$ cat src/hdl/pfa_pkg.sv
`default_nettype none
package pfa_pkg;

    localparam int COORD_W = 16;
    localparam int EDGE_W  = 17;
    localparam int MOP_W   = 18;
    localparam int PROD_W  = 36;
    localparam int CROSS_W = 36;
    localparam int SUM_W   = 70;
    localparam int ROOT_W  = 36;
    localparam int RAD_W   = 2 * ROOT_W;
    localparam int REM_W   = ROOT_W + 3;
    localparam int AREA_W  = 42;
    localparam int TOTAL_W = 9;
    localparam int OP_W    = 4;

    // multiplier schedule: six cross product terms, then three partial squares per component
    localparam logic [OP_W-1:0] OP_CROSS_LAST = OP_W'(5);
    localparam logic [OP_W-1:0] OP_LAST       = OP_W'(14);

    typedef enum logic [2:0] {
        ST_IDLE,
        ST_MUL,
        ST_ACC,
        ST_START,
        ST_ROOT,
        ST_ADD,
        ST_FINISH
    } t_state;

    typedef struct packed {
        logic busy;
        logic done;
    } t_root_status;

endpackage
`default_nettype wire

$ cat src/hdl/pfa_mul.sv
`default_nettype none
module pfa_mul (
    input  wire logic                               i_clk,
    input  wire logic                               i_en,
    input  wire logic signed [pfa_pkg::MOP_W-1:0]   i_a,
    input  wire logic signed [pfa_pkg::MOP_W-1:0]   i_b,
    output logic signed [pfa_pkg::PROD_W-1:0]       o_prod
);

    logic signed [pfa_pkg::PROD_W-1:0] r_prod;

    always_ff @(posedge i_clk) begin
        if (i_en) begin
            r_prod <= i_a * i_b;
        end
    end

    assign o_prod = r_prod;

endmodule
`default_nettype wire

$ cat src/hdl/pfa_isqrt.sv
`default_nettype none
module pfa_isqrt (
    input  wire logic                          i_clk,
    input  wire logic                          i_rst_n,
    input  wire logic                          i_start,
    input  wire logic [pfa_pkg::RAD_W-1:0]     i_rad,
    output pfa_pkg::t_root_status              o_status,
    output logic [pfa_pkg::ROOT_W-1:0]         o_root
);

    localparam int CNT_W = $clog2(pfa_pkg::ROOT_W);

    logic [pfa_pkg::RAD_W-1:0]  r_rad;
    logic [pfa_pkg::REM_W-1:0]  r_rem;
    logic [pfa_pkg::ROOT_W-1:0] r_root;
    logic [CNT_W-1:0]           r_cnt;
    logic                       r_busy;
    logic                       r_done;

    logic [pfa_pkg::REM_W-1:0]  rem_sh;
    logic [pfa_pkg::REM_W-1:0]  trial;
    logic [pfa_pkg::REM_W-1:0]  n_rem;
    logic [pfa_pkg::ROOT_W-1:0] n_root;

    // one result bit per cycle, two radicand bits brought down each step
    always_comb begin
        rem_sh = {r_rem[pfa_pkg::REM_W-3:0], r_rad[pfa_pkg::RAD_W-1 -: 2]};
        trial  = {1'b0, r_root, 2'b01};
        if (rem_sh >= trial) begin
            n_rem  = rem_sh - trial;
            n_root = {r_root[pfa_pkg::ROOT_W-2:0], 1'b1};
        end else begin
            n_rem  = rem_sh;
            n_root = {r_root[pfa_pkg::ROOT_W-2:0], 1'b0};
        end
    end

    always_ff @(posedge i_clk) begin
        if (!i_rst_n) begin
            r_busy <= 1'b0;
            r_done <= 1'b0;
            r_cnt  <= '0;
        end else begin
            r_done <= 1'b0;
            if (i_start) begin
                r_rad  <= i_rad;
                r_rem  <= '0;
                r_root <= '0;
                r_cnt  <= '0;
                r_busy <= 1'b1;
            end else if (r_busy) begin
                r_rad  <= {r_rad[pfa_pkg::RAD_W-3:0], 2'b00};
                r_rem  <= n_rem;
                r_root <= n_root;
                r_cnt  <= r_cnt + CNT_W'(1);
                if (r_cnt == CNT_W'(pfa_pkg::ROOT_W - 1)) begin
                    r_busy <= 1'b0;
                    r_done <= 1'b1;
                end
            end
        end
    end

    assign o_status.busy = r_busy;
    assign o_status.done = r_done;
    assign o_root        = r_root;

endmodule
`default_nettype wire

$ cat src/hdl/polygon_fan_area_accumulator.sv
// Polygon area accumulator: vertices of one 3D polygon arrive one per request
// (signed Q12.4), the final one flagged by i_last. From the third vertex on, the
// magnitude of the fan triangle's cross product (twice its area) is added to a
// saturating 42-bit sum; on the final vertex the area (9 fraction bits), the
// vertex count and an overflow flag are presented. A first or second vertex,
// or a vertex beyond MAX_VERTS, goes from its accepting cycle straight to the
// finishing step. A vertex that forms a triangle passes the accepting cycle,
// 15 operations through one shared 18x18 multiplier (cross product, then squares
// from partial products), the step that starts the root, a bit-serial square
// root and its done cycle, one step to add and one to finish. The block takes
// no new vertex meanwhile. A result waiting on i_stall holds the block only when
// the next polygon's final vertex reaches its finishing step; until then vertices
// are taken as usual.
`default_nettype none
module polygon_fan_area_accumulator #(
    parameter int MAX_VERTS = 256
) (
    input  wire logic                                 i_clk,
    input  wire logic                                 i_rst_n,
    input  wire logic                                 i_valid,
    output logic                                      o_stall,
    input  wire logic signed [pfa_pkg::COORD_W-1:0]   i_vx,
    input  wire logic signed [pfa_pkg::COORD_W-1:0]   i_vy,
    input  wire logic signed [pfa_pkg::COORD_W-1:0]   i_vz,
    input  wire logic                                 i_last,
    output logic                                      o_valid,
    input  wire logic                                 i_stall,
    output logic [pfa_pkg::AREA_W-1:0]                o_area,
    output logic [pfa_pkg::TOTAL_W-1:0]               o_vertex_total,
    output logic                                      o_overflow
);

    localparam int CW = $clog2(MAX_VERTS + 1);

    pfa_pkg::t_state r_state, n_state;

    logic signed [pfa_pkg::COORD_W-1:0] r_fan  [3];
    logic signed [pfa_pkg::COORD_W-1:0] r_prev [3];
    logic signed [pfa_pkg::COORD_W-1:0] r_cur  [3];
    logic signed [pfa_pkg::CROSS_W-1:0] r_c    [3];
    logic                               r_last;
    logic [CW-1:0]                      r_cnt;
    logic [pfa_pkg::AREA_W-1:0]         r_sum;
    logic                               r_ovf;
    logic [pfa_pkg::OP_W-1:0]           r_op;
    logic [pfa_pkg::SUM_W-1:0]          r_sq;

    logic                               r_o_valid;
    logic [pfa_pkg::AREA_W-1:0]         r_o_area;
    logic [pfa_pkg::TOTAL_W-1:0]        r_o_total;
    logic                               r_o_ovf;

    logic accept, cnt_full, cnt_two, out_blocked;
    logic mul_en, root_start, do_acc, do_add, do_finish;

    logic signed [pfa_pkg::EDGE_W-1:0]  e1 [3];
    logic signed [pfa_pkg::EDGE_W-1:0]  e2 [3];
    logic signed [pfa_pkg::MOP_W-1:0]   op_a, op_b;
    logic signed [pfa_pkg::CROSS_W-1:0] c_sel, c_abs;
    logic [1:0]                         part;
    logic signed [pfa_pkg::PROD_W-1:0]  prod;
    logic [pfa_pkg::SUM_W-1:0]          prod_ext;
    logic [pfa_pkg::AREA_W:0]           sum_wide;
    logic [CW+pfa_pkg::TOTAL_W-1:0]     total_wide;

    pfa_pkg::t_root_status              root_status;
    logic [pfa_pkg::ROOT_W-1:0]         root;

    function automatic logic signed [pfa_pkg::EDGE_W-1:0] EDGE_W_SUB(
        input logic signed [pfa_pkg::COORD_W-1:0] a,
        input logic signed [pfa_pkg::COORD_W-1:0] b
    );
        logic signed [pfa_pkg::EDGE_W-1:0] d;
        d = pfa_pkg::EDGE_W'(a) - pfa_pkg::EDGE_W'(b);
        return d;
    endfunction

    assign accept      = i_valid && (r_state == pfa_pkg::ST_IDLE);
    assign o_stall     = (r_state != pfa_pkg::ST_IDLE);
    assign cnt_full    = (r_cnt >= CW'(MAX_VERTS));
    assign cnt_two     = (r_cnt >= CW'(2));
    assign out_blocked = r_o_valid && i_stall;

    always_comb begin
        for (int k = 0; k < 3; k++) begin
            e1[k] = EDGE_W_SUB(r_prev[k], r_fan[k]);
            e2[k] = EDGE_W_SUB(r_cur[k], r_fan[k]);
        end
    end

    // operand selection for the shared multiplier
    always_comb begin
        c_sel = r_c[0];
        part  = 2'd0;
        case (r_op) inside
            [4'd6:4'd8]:   c_sel = r_c[0];
            [4'd9:4'd11]:  c_sel = r_c[1];
            [4'd12:4'd14]: c_sel = r_c[2];
            default:       c_sel = r_c[0];
        endcase
        case (r_op) inside
            4'd6, 4'd9, 4'd12: part = 2'd0;
            4'd7, 4'd10, 4'd13: part = 2'd1;
            4'd8, 4'd11, 4'd14: part = 2'd2;
            default:            part = 2'd0;
        endcase
        c_abs = (c_sel < 0) ? -c_sel : c_sel;
        op_a  = '0;
        op_b  = '0;
        case (r_op)
            4'd0: begin op_a = pfa_pkg::MOP_W'(e1[1]); op_b = pfa_pkg::MOP_W'(e2[2]); end
            4'd1: begin op_a = pfa_pkg::MOP_W'(e1[2]); op_b = pfa_pkg::MOP_W'(e2[1]); end
            4'd2: begin op_a = pfa_pkg::MOP_W'(e1[2]); op_b = pfa_pkg::MOP_W'(e2[0]); end
            4'd3: begin op_a = pfa_pkg::MOP_W'(e1[0]); op_b = pfa_pkg::MOP_W'(e2[2]); end
            4'd4: begin op_a = pfa_pkg::MOP_W'(e1[0]); op_b = pfa_pkg::MOP_W'(e2[1]); end
            4'd5: begin op_a = pfa_pkg::MOP_W'(e1[1]); op_b = pfa_pkg::MOP_W'(e2[0]); end
            default: begin
                // |c| = hi*2^17 + lo, squared as lo*lo, hi*lo (twice), hi*hi
                case (part)
                    2'd0: begin
                        op_a = {1'b0, c_abs[16:0]};
                        op_b = {1'b0, c_abs[16:0]};
                    end
                    2'd1: begin
                        op_a = {1'b0, c_abs[33:17]};
                        op_b = {1'b0, c_abs[16:0]};
                    end
                    default: begin
                        op_a = {1'b0, c_abs[33:17]};
                        op_b = {1'b0, c_abs[33:17]};
                    end
                endcase
            end
        endcase
    end

    pfa_mul u_mul (
        .i_clk  (i_clk),
        .i_en   (mul_en),
        .i_a    (op_a),
        .i_b    (op_b),
        .o_prod (prod)
    );

    pfa_isqrt u_isqrt (
        .i_clk    (i_clk),
        .i_rst_n  (i_rst_n),
        .i_start  (root_start),
        .i_rad    (pfa_pkg::RAD_W'(r_sq)),
        .o_status (root_status),
        .o_root   (root)
    );

    assign prod_ext   = pfa_pkg::SUM_W'($unsigned(prod));
    assign sum_wide   = {1'b0, r_sum} + (pfa_pkg::AREA_W + 1)'(root);
    assign total_wide = (CW + pfa_pkg::TOTAL_W)'(r_cnt);

    // next state
    always_comb begin
        n_state = r_state;
        case (r_state)
            pfa_pkg::ST_IDLE: begin
                if (i_valid) begin
                    n_state = (!cnt_full && cnt_two) ? pfa_pkg::ST_MUL : pfa_pkg::ST_FINISH;
                end
            end
            pfa_pkg::ST_MUL:   n_state = pfa_pkg::ST_ACC;
            pfa_pkg::ST_ACC: begin
                n_state = (r_op == pfa_pkg::OP_LAST) ? pfa_pkg::ST_START : pfa_pkg::ST_MUL;
            end
            pfa_pkg::ST_START: n_state = pfa_pkg::ST_ROOT;
            pfa_pkg::ST_ROOT: begin
                if (root_status.done) begin
                    n_state = pfa_pkg::ST_ADD;
                end
            end
            pfa_pkg::ST_ADD:   n_state = pfa_pkg::ST_FINISH;
            pfa_pkg::ST_FINISH: begin
                if (!(r_last && out_blocked)) begin
                    n_state = pfa_pkg::ST_IDLE;
                end
            end
            default:           n_state = pfa_pkg::ST_IDLE;
        endcase
    end

    // control outputs
    always_comb begin
        mul_en     = 1'b0;
        do_acc     = 1'b0;
        root_start = 1'b0;
        do_add     = 1'b0;
        do_finish  = 1'b0;
        case (r_state)
            pfa_pkg::ST_MUL:    mul_en     = 1'b1;
            pfa_pkg::ST_ACC:    do_acc     = 1'b1;
            pfa_pkg::ST_START:  root_start = 1'b1;
            pfa_pkg::ST_ROOT:   do_add     = 1'b0;
            pfa_pkg::ST_ADD:    do_add     = 1'b1;
            pfa_pkg::ST_FINISH: do_finish  = r_last && !out_blocked;
            default:            mul_en     = 1'b0;
        endcase
    end

    always_ff @(posedge i_clk) begin
        if (!i_rst_n) begin
            r_state <= pfa_pkg::ST_IDLE;
            r_cnt   <= '0;
            r_sum   <= '0;
            r_ovf   <= 1'b0;
            r_op    <= '0;
            for (int k = 0; k < 3; k++) begin
                r_fan[k]  <= '0;
                r_prev[k] <= '0;
            end
        end else begin
            r_state <= n_state;
            if (accept) begin
                r_cur[0] <= i_vx;
                r_cur[1] <= i_vy;
                r_cur[2] <= i_vz;
                r_last   <= i_last;
                r_op     <= '0;
                r_sq     <= '0;
                if (cnt_full) begin
                    r_ovf <= 1'b1;
                end else begin
                    r_cnt <= r_cnt + CW'(1);
                    if (r_cnt == '0) begin
                        r_fan[0] <= i_vx;
                        r_fan[1] <= i_vy;
                        r_fan[2] <= i_vz;
                    end
                    // a vertex that forms a triangle replaces prev only after its area is in
                    if (!cnt_two) begin
                        r_prev[0] <= i_vx;
                        r_prev[1] <= i_vy;
                        r_prev[2] <= i_vz;
                    end
                end
            end
            if (do_acc) begin
                r_op <= r_op + pfa_pkg::OP_W'(1);
                if (r_op <= pfa_pkg::OP_CROSS_LAST) begin
                    if (!r_op[0]) begin
                        r_c[r_op[2:1]] <= prod;
                    end else begin
                        r_c[r_op[2:1]] <= r_c[r_op[2:1]] - prod;
                    end
                end else begin
                    case (part)
                        2'd0:    r_sq <= r_sq + prod_ext;
                        2'd1:    r_sq <= r_sq + (prod_ext << 18);
                        default: r_sq <= r_sq + (prod_ext << 34);
                    endcase
                end
            end
            if (do_add) begin
                if (sum_wide[pfa_pkg::AREA_W]) begin
                    r_sum <= '1;
                    r_ovf <= 1'b1;
                end else begin
                    r_sum <= sum_wide[pfa_pkg::AREA_W-1:0];
                end
                r_prev <= r_cur;
            end
            if (do_finish) begin
                r_cnt <= '0;
                r_sum <= '0;
                r_ovf <= 1'b0;
                for (int k = 0; k < 3; k++) begin
                    r_fan[k]  <= '0;
                    r_prev[k] <= '0;
                end
            end
        end
    end

    // result register
    always_ff @(posedge i_clk) begin
        if (!i_rst_n) begin
            r_o_valid <= 1'b0;
        end else begin
            if (do_finish) begin
                r_o_valid <= 1'b1;
                r_o_area  <= r_sum;
                r_o_total <= total_wide[pfa_pkg::TOTAL_W-1:0];
                r_o_ovf   <= r_ovf;
            end else if (r_o_valid && !i_stall) begin
                r_o_valid <= 1'b0;
            end
        end
    end

    assign o_valid        = r_o_valid;
    assign o_area         = r_o_area;
    assign o_vertex_total = r_o_total;
    assign o_overflow     = r_o_ovf;

endmodule
`default_nettype wire

$ cat config.mk
export PLATFORM = sky130hd
export DESIGN_NAME = polygon_fan_area_accumulator
export DESIGN_NICKNAME = d
export VERILOG_FILES = /design/src/hdl/pfa_pkg.sv /design/src/hdl/pfa_mul.sv /design/src/hdl/pfa_isqrt.sv /design/src/hdl/polygon_fan_area_accumulator.sv
export SDC_FILE = /design/constraint.sdc
export NUM_CORES = 2
export LEC_CHECK = 0
export BUFFER_PORTS_ARGS = -buffer_cell sky130_fd_sc_hd__clkbuf_2
export CORE_AREA = 2 2 377 379
export DETAILED_ROUTE_END_ITERATION = 8
export DIE_AREA = 0 0 379 381
export SLEW_MARGIN = 25
export SYNTH_ARGS = -nofsm -noshare
export SYNTH_HDL_FRONTEND = slang
export SYNTH_SLANG_ARGS = --single-unit
$ cat constraint.sdc
create_clock -name i_clk -period 22.7 [get_ports i_clk]
set_input_delay 1.135 -clock i_clk [delete_from_list [all_inputs] [get_ports i_clk]]
set_output_delay 1.135 -clock i_clk [all_outputs]
set_load 0.005 [all_outputs]
---- Word level (Yosys, flattened, before mapping) ----
Memories as Yosys holds them, arrays and structs flattened. A register that Yosys moved wholly into a read port is not among the register bits.
Index checks and enable logic that the tools add are counted.
operators by class
  multiply operators ...................... 1
  reduce and logical (&&, ||, !) cells .... 40
  bitwise logic cells ..................... 10
  multiplexer cells ....................... 77
  eq/ne operators ......................... 27
  $add $sub $neg .......................... 16
  $lt $le $gt $ge ......................... 11
operator list
  operator               number
  $mux W70               4
  $mux W48               4
  $mux W36               5
  $pmux W70 S2           1
  $pmux W18 S3           2
  $sub A16 B16 Y17       6
  $mux W16               6
  $mux W37               2
  $mux W72               1
  $add A70 B36 Y70       1
  $add A70 B54 Y70       1
  $add A70 B70 Y70       1
  $add A42 B36 Y43       1
  $mux W42               1
  $ge A39 B38 Y1         1
  $sub A37 B37 Y37       1
  $lt A36 B1 Y1 const B  1
  $mul A18 B18 Y36       1
  $sub A36 B36 Y36       1
  $mux W1                35
  $mux W17               2
  $mux W34               1
  $neg A34 Y34           1
  $eq A4 B4 Y1 const B   7
  other kinds (37)       95
storage, ports and cells
  memories ................................ 2
  output and inout port bits .............. 54
  flip-flop bits (word level) ............. 468
  memory bits (writable) .................. 156
  logic and storage cells ................. 209
memories
  name   words  bits a word  read ports  clocked after memory_dff  wr ports  line                                RTL
  r_c    3      36           4           1                         1         polygon_fan_area_accumulator.sv:40  logic signed [pfa_pkg::CROSS_W-1:0] r_c [3];
  r_fan  3      16           3           0                         3         polygon_fan_area_accumulator.sv:37  logic signed [pfa_pkg::COORD_W-1:0] r_fan [3];

---- Longest topological paths before layout ----
  depth in word-level cells ............... 10
  depth in mapped cells ................... 44
  depth with buffers taken out ............ 42

---- Modules after synthesis ----
Synthesis repeated with hierarchy kept, for this count alone.
second synthesis, totals
  cell total of the unflattened synthesis .. 5868
  area total of the unflattened synthesis .. 57183.6 µm²
modules (own cells, without submodules)
  module                        cells each  times used  area each (µm²)
  polygon_fan_area_accumulator  3681        1           34991.1
  pfa_mul                       1400        1           13335.3
  pfa_isqrt                     787         1           8857.2

---- Least setup slack after synthesis ----
Ideal clock, no wire load.
  path kind ............................... register -> register
  start ................................... register r_op[1] in the netlist's numbering
  end ..................................... register u_mul.r_prod, in the netlist u_mul.o_prod[35] (data pin)
  slack ................................... 12.867 ns
  stages on the path, launching flop included .. 44
  arrival time ............................ 9.573 ns
  data required time ...................... 22.440 ns
  path through ............................ dfxtp_1 > buf_2 > inv_1 > ha_1 > buf_2 > nand2b_4 > a22oi_4 > nor2_2 > o22ai_1 > ha_1 > inv_1 > a221oi_1 > nand2_1 > nor4_4 > and3_1 > a21oi_1 > xor2_1 > or3_1 > [8 not listed] > inv_1 > fa_1 > fa_1 > inv_1 > fa_1 > inv_1 > ha_1 > a21o_1 > a211o_1 > o221ai_1 > a21oi_1 > o41a_1 > nand2_1 > a31oi_1 > a211oi_1 > o21ai_0 > a21oi_1 > xnor2_1
on the way
  cells in the longest elaborated chain, start to end .. 10
RTL lines
  item                                                                             line                                                                     RTL
  start, declared                                                                  polygon_fan_area_accumulator.sv:45                                       logic [pfa_pkg::OP_W-1:0] r_op;
  start signal, assigned                                                           polygon_fan_area_accumulator.sv:243                                      r_op <= r_op + pfa_pkg::OP_W'(1);
  $ge A4 B4 Y1 (no source line), or another cell as far along                      --
  $logic_and A1 B1 Y1 (no source line) / $reduce_or A3 Y1 (equally long branches)  --
  $mux W36 / $mux W2 (equally long branches) (3 in a row)                          polygon_fan_area_accumulator.sv:95, polygon_fan_area_accumulator.sv:101
  $neg A34 Y34, or another cell as far along                                       polygon_fan_area_accumulator.sv:107                                      c_abs = (c_sel < 0) ? -c_sel : c_sel;
  $mux W34 / $reduce_or A2 Y1 (equally long branches)                              --
  $mux W17                                                                         polygon_fan_area_accumulator.sv:119                                      case (part)
  $pmux W18 S3                                                                     polygon_fan_area_accumulator.sv:110                                      case (r_op)
  $mul A18 B18 Y36 (*)                                                             pfa_mul.sv:14                                                            r_prod <= i_a * i_b;
  end signal, assigned                                                             pfa_mul.sv:14
  end, declared                                                                    pfa_mul.sv:10                                                            logic signed [pfa_pkg::PROD_W-1:0] r_prod;
Mark *: on every way between the ends. The rest lies on a longest branch, timed or not.
A chain may end at the register's enable or synchronous reset.

---- Worst setup path in the final report ----
  start ................................... register r_op[3] in the netlist's numbering
  end ..................................... register u_mul.r_prod, in the netlist u_mul.o_prod[35] (data pin)
Same word-level chain as after synthesis.

==> flow_metrics.tcl <==
set metrics [dict create \
    status "completed" \
    dieArea_um2 144000 \
    synth_warnings 0 \
    r2r_end "u_mul.o_prod[35]" \
    area_delta_synth_final_pct 10.2 \
    worst_pin_slew_ns 1.11 \
    cts_tree "built" \
    yosysTopAreaCellShare_pct 29.3 \
    coreArea_um2 141000 \
    required_ns 23.10 \
    synth_nets 6748 \
    seq_area_um2 18700 \
    nets 6812 \
    die_h_um 381 \
    vias_per_cell 5.59 \
    design_area_um2 61500 \
    synth_edf_count 544 \
    drt_iter0_drc 4051 \
    startpoint_type "register" \
    drv_slew 0 \
    critPathSlowestCell "dfxtp_1" \
    grt-busiest-layer "met2" \
    postCtsSetupRepairBufs 0 \
    period_needed_ns 12.09 \
    ys_ff_latch 662 \
    path_clk_slew_ns 0.06 \
    post-route-drc-count 0 \
    cts_buffer_depth 3 \
    drt-total-wl_um 167000 \
    rows 138 \
    clk-insertion-delay-late_ns 0.71 \
    floorplan.io_pins 107 \
    endpoint_kind "register" \
    yosysSeqAreaShare_pct 33.5 \
    antenna_found_initial 1 \
    path_class "reg -> reg" \
    multiInputGateArea_um2 34000 \
    fillers 13798 \
    syn-instance-count 5942 \
    grt_use_met3_pct 2.92 \
    yosysTopAreaCell "edfxtp_1" \
    grt_pass1_vias 43737 \
    grt_pass1_wl_um 258000 \
    syn_area_per_cell_um2 9.39 \
    endpoint "u_mul.o_prod[35]" \
    synthTopCellsByArea "edfxtp_1 (29%), fa_1 (12%), ha_1 (9.3%), nand2_1 (5.1%), inv_1 (4.3%)" \
    vias 44508 \
    synth_ff_type "edfxtp_1" \
    regToRegStartpoint "r_op[3]" \
    grt_usage_pct 23.0 \
    post_cts_resized 0 \
    dp_hpwl_um 124000 \
    fin_skew_ns 0.0673 \
    fmax_mhz 82.7 \
    r2r_slack_ns 10.61 \
    timing.final.hold_violations 0 \
    grt_setup_unrepaired "false" \
    postRouteAntennaNets 0 \
    crit_start "r_op[3]" \
    grt-ovfl-total 0 \
    io_buffers 106 \
    numCtsBuffers 81 \
    wl_per_cell_um 20.9 \
    gp_congestion 0.920 \
    holdBufCountCts 0 \
    num_antenna_cells 0 \
    cap_viol_max_count 0 \
    met2_usage_pct 36.9 \
    dr.pass1.iters 6 \
    finalSetupViolCount 0 \
    async_flop_share_pct 0 \
    fin_crit_sh_pct 53.3 \
    clock-sinks 662 \
    slew_headroom_pct 25.5 \
    drive_gt1_share_pct 7.41 \
    grt_max_degree 97 \
    root_buffer "clkbuf_16" \
    hp-class "reg -> reg" \
    grt_use_met1_pct 31.5 \
    arrival_ns 12.50 \
    place_area_um2 58600 \
    synth_cell_types 96 \
    syn_area_um2 55800 \
    initial_utilization_pct 39.7 \
    die_x_um 379 \
    critPathMaxFanout 37 \
    htree_levels 3 \
    tns_ns 0 \
    max_stage_delay_ns 0.82 \
    worst-r2r-cell-count 38 \
]
[worst min path at each step]
stage | start | end | slack, ns | cells past startpoint
3_3_place_gp | r_ovf | o_overflow | 0.42 | 0
2_1_floorplan | r_ovf | o_overflow | 0.41 | 0
5_1_grt | r_ovf | o_overflow | 0.45 | 0
6_report | r_ovf | o_overflow | 0.44 | 0
4_1_cts | r_ovf | o_overflow | 0.44 | 0
3_5_place_dp | r_ovf | o_overflow | 0.42 | 0
[worst max-delay path, delay by kind of cell (launching register included)]
kind | cells | cell delay [ns]
AO/OA/AOI/OAI | 13 | 3.51
AND/OR/NAND/NOR | 9 | 2.97
flip-flops | 1 | 0.82
buffers and inverters | 6 | 0.32
adder cells (fa/ha/maj) | 8 | 3.85
XOR/XNOR | 2 | 0.29
[through the flow]
stage / cells / setup slack [ns] / hold WS, ns / utilization, %
2_1_floorplan: 5942 / 12.87 / 0.409 / -
3_3_place_gp: 7811 / 11.13 / 0.421 / 41.7
3_5_place_dp: 7811 / 10.77 / 0.423 / 41.7
4_1_cts: 7960 / 10.71 / 0.437 / 43.7
5_1_grt: 7962 / 9.88 / 0.454 / 43.8
6_report: 7962 / 10.61 / 0.437 / 43.8
[layer usage]
| layer | share of wire, % | up-vias | routed length (um) |
|---|---|---|---|
| li1 | - | 20919 | - |
| met1 | 44 | 21809 | 72700 |
| met2 | 46 | 1462 | 76600 |
| met3 | 6.3 | 318 | 10400 |
| met4 | 4.1 | 0 | 6800 |
| met5 | 0 | - | 0 |
[flip-flops by register name (all words and copies together), names as in the netlist, named ones only]
name and flops:
r_c 144, o_vertex_total 9, o_area 42, r_ovf 1
r_cur 48, r_sum 42, r_prev 48, u_isqrt.r_rem 37
u_isqrt.r_cnt 6, u_isqrt.r_busy 1, u_isqrt.r_rad 72, u_mul.o_prod 36
r_op 4, o_valid 1, r_sq 70, u_isqrt.r_done 1
r_state 3, u_isqrt.o_root 36, o_overflow 1, r_fan 48
r_cnt 9, r_last 1
[synthesized netlist by cell type, types with 46 or more instances]
library cell  number
a311oi_1          54
xor2_1           136
nand2b_1          57
edfxtp_1         544
o21ai_0          309
nand3_1          100
and2_1           127
dfxtp_1          118
nor2_1           453
xnor2_1          210
nor3_1            88
ha_1             413
a21o_1           184
a21oi_1          363
nor2b_1           81
clkbuf_1         174
o21bai_1          46
fa_1             340
nand2_1          752
inv_1            637
[cell type report]
cell class              instances  share of cell area (%)
clock buffers                  94                    3.42
clock inverters                55                    1.23
inverters                     637                    3.89
multi-input cells            4434                    55.3
flip-flops and latches        662                    30.4
well taps                    1890                    3.84
repair buffers                190                    1.92
[cells in the final DEF (no fill, tap or decap), types with 37 or more instances in the layout]
cell type	count
a21o_1	183
a21oi_1	363
a22oi_1	44
a311oi_1	54
a31oi_1	37
and2_1	126
and3_1	43
buf_4	81
clkbuf_16	81
clkbuf_2	106
dfxtp_1	117
edfxtp_1	544
fa_1	340
ha_1	413
inv_1	637
nand2_1	749
nand2b_1	57
nand3_1	100
nor2_1	444
nor2b_1	80
nor3_1	84
o21a_1	44
o21ai_0	309
o21bai_1	46
xnor2_1	210
xor2_1	136
[kinds of logic (layout without fill, tap and decap cells)]
family / count (synthesis) / after routing / synth area share (%)
AND/OR/NAND/NOR: 1865 / 1865 / 15.4
multiplexers: 59 / 59 / 1.88
flip-flops: 662 / 662 / 33.5
XOR/XNOR: 346 / 346 / 5.43
adder cells (fa/ha/maj): 753 / 753 / 21.5
AO/OA/AOI/OAI: 1411 / 1411 / 16.6
buffers and inverters: 846 / 976 / 5.81
Power is left out: the tool's default activity adds up to more than one toggle a clock period on the data nets, which glitch-free logic cannot reach.
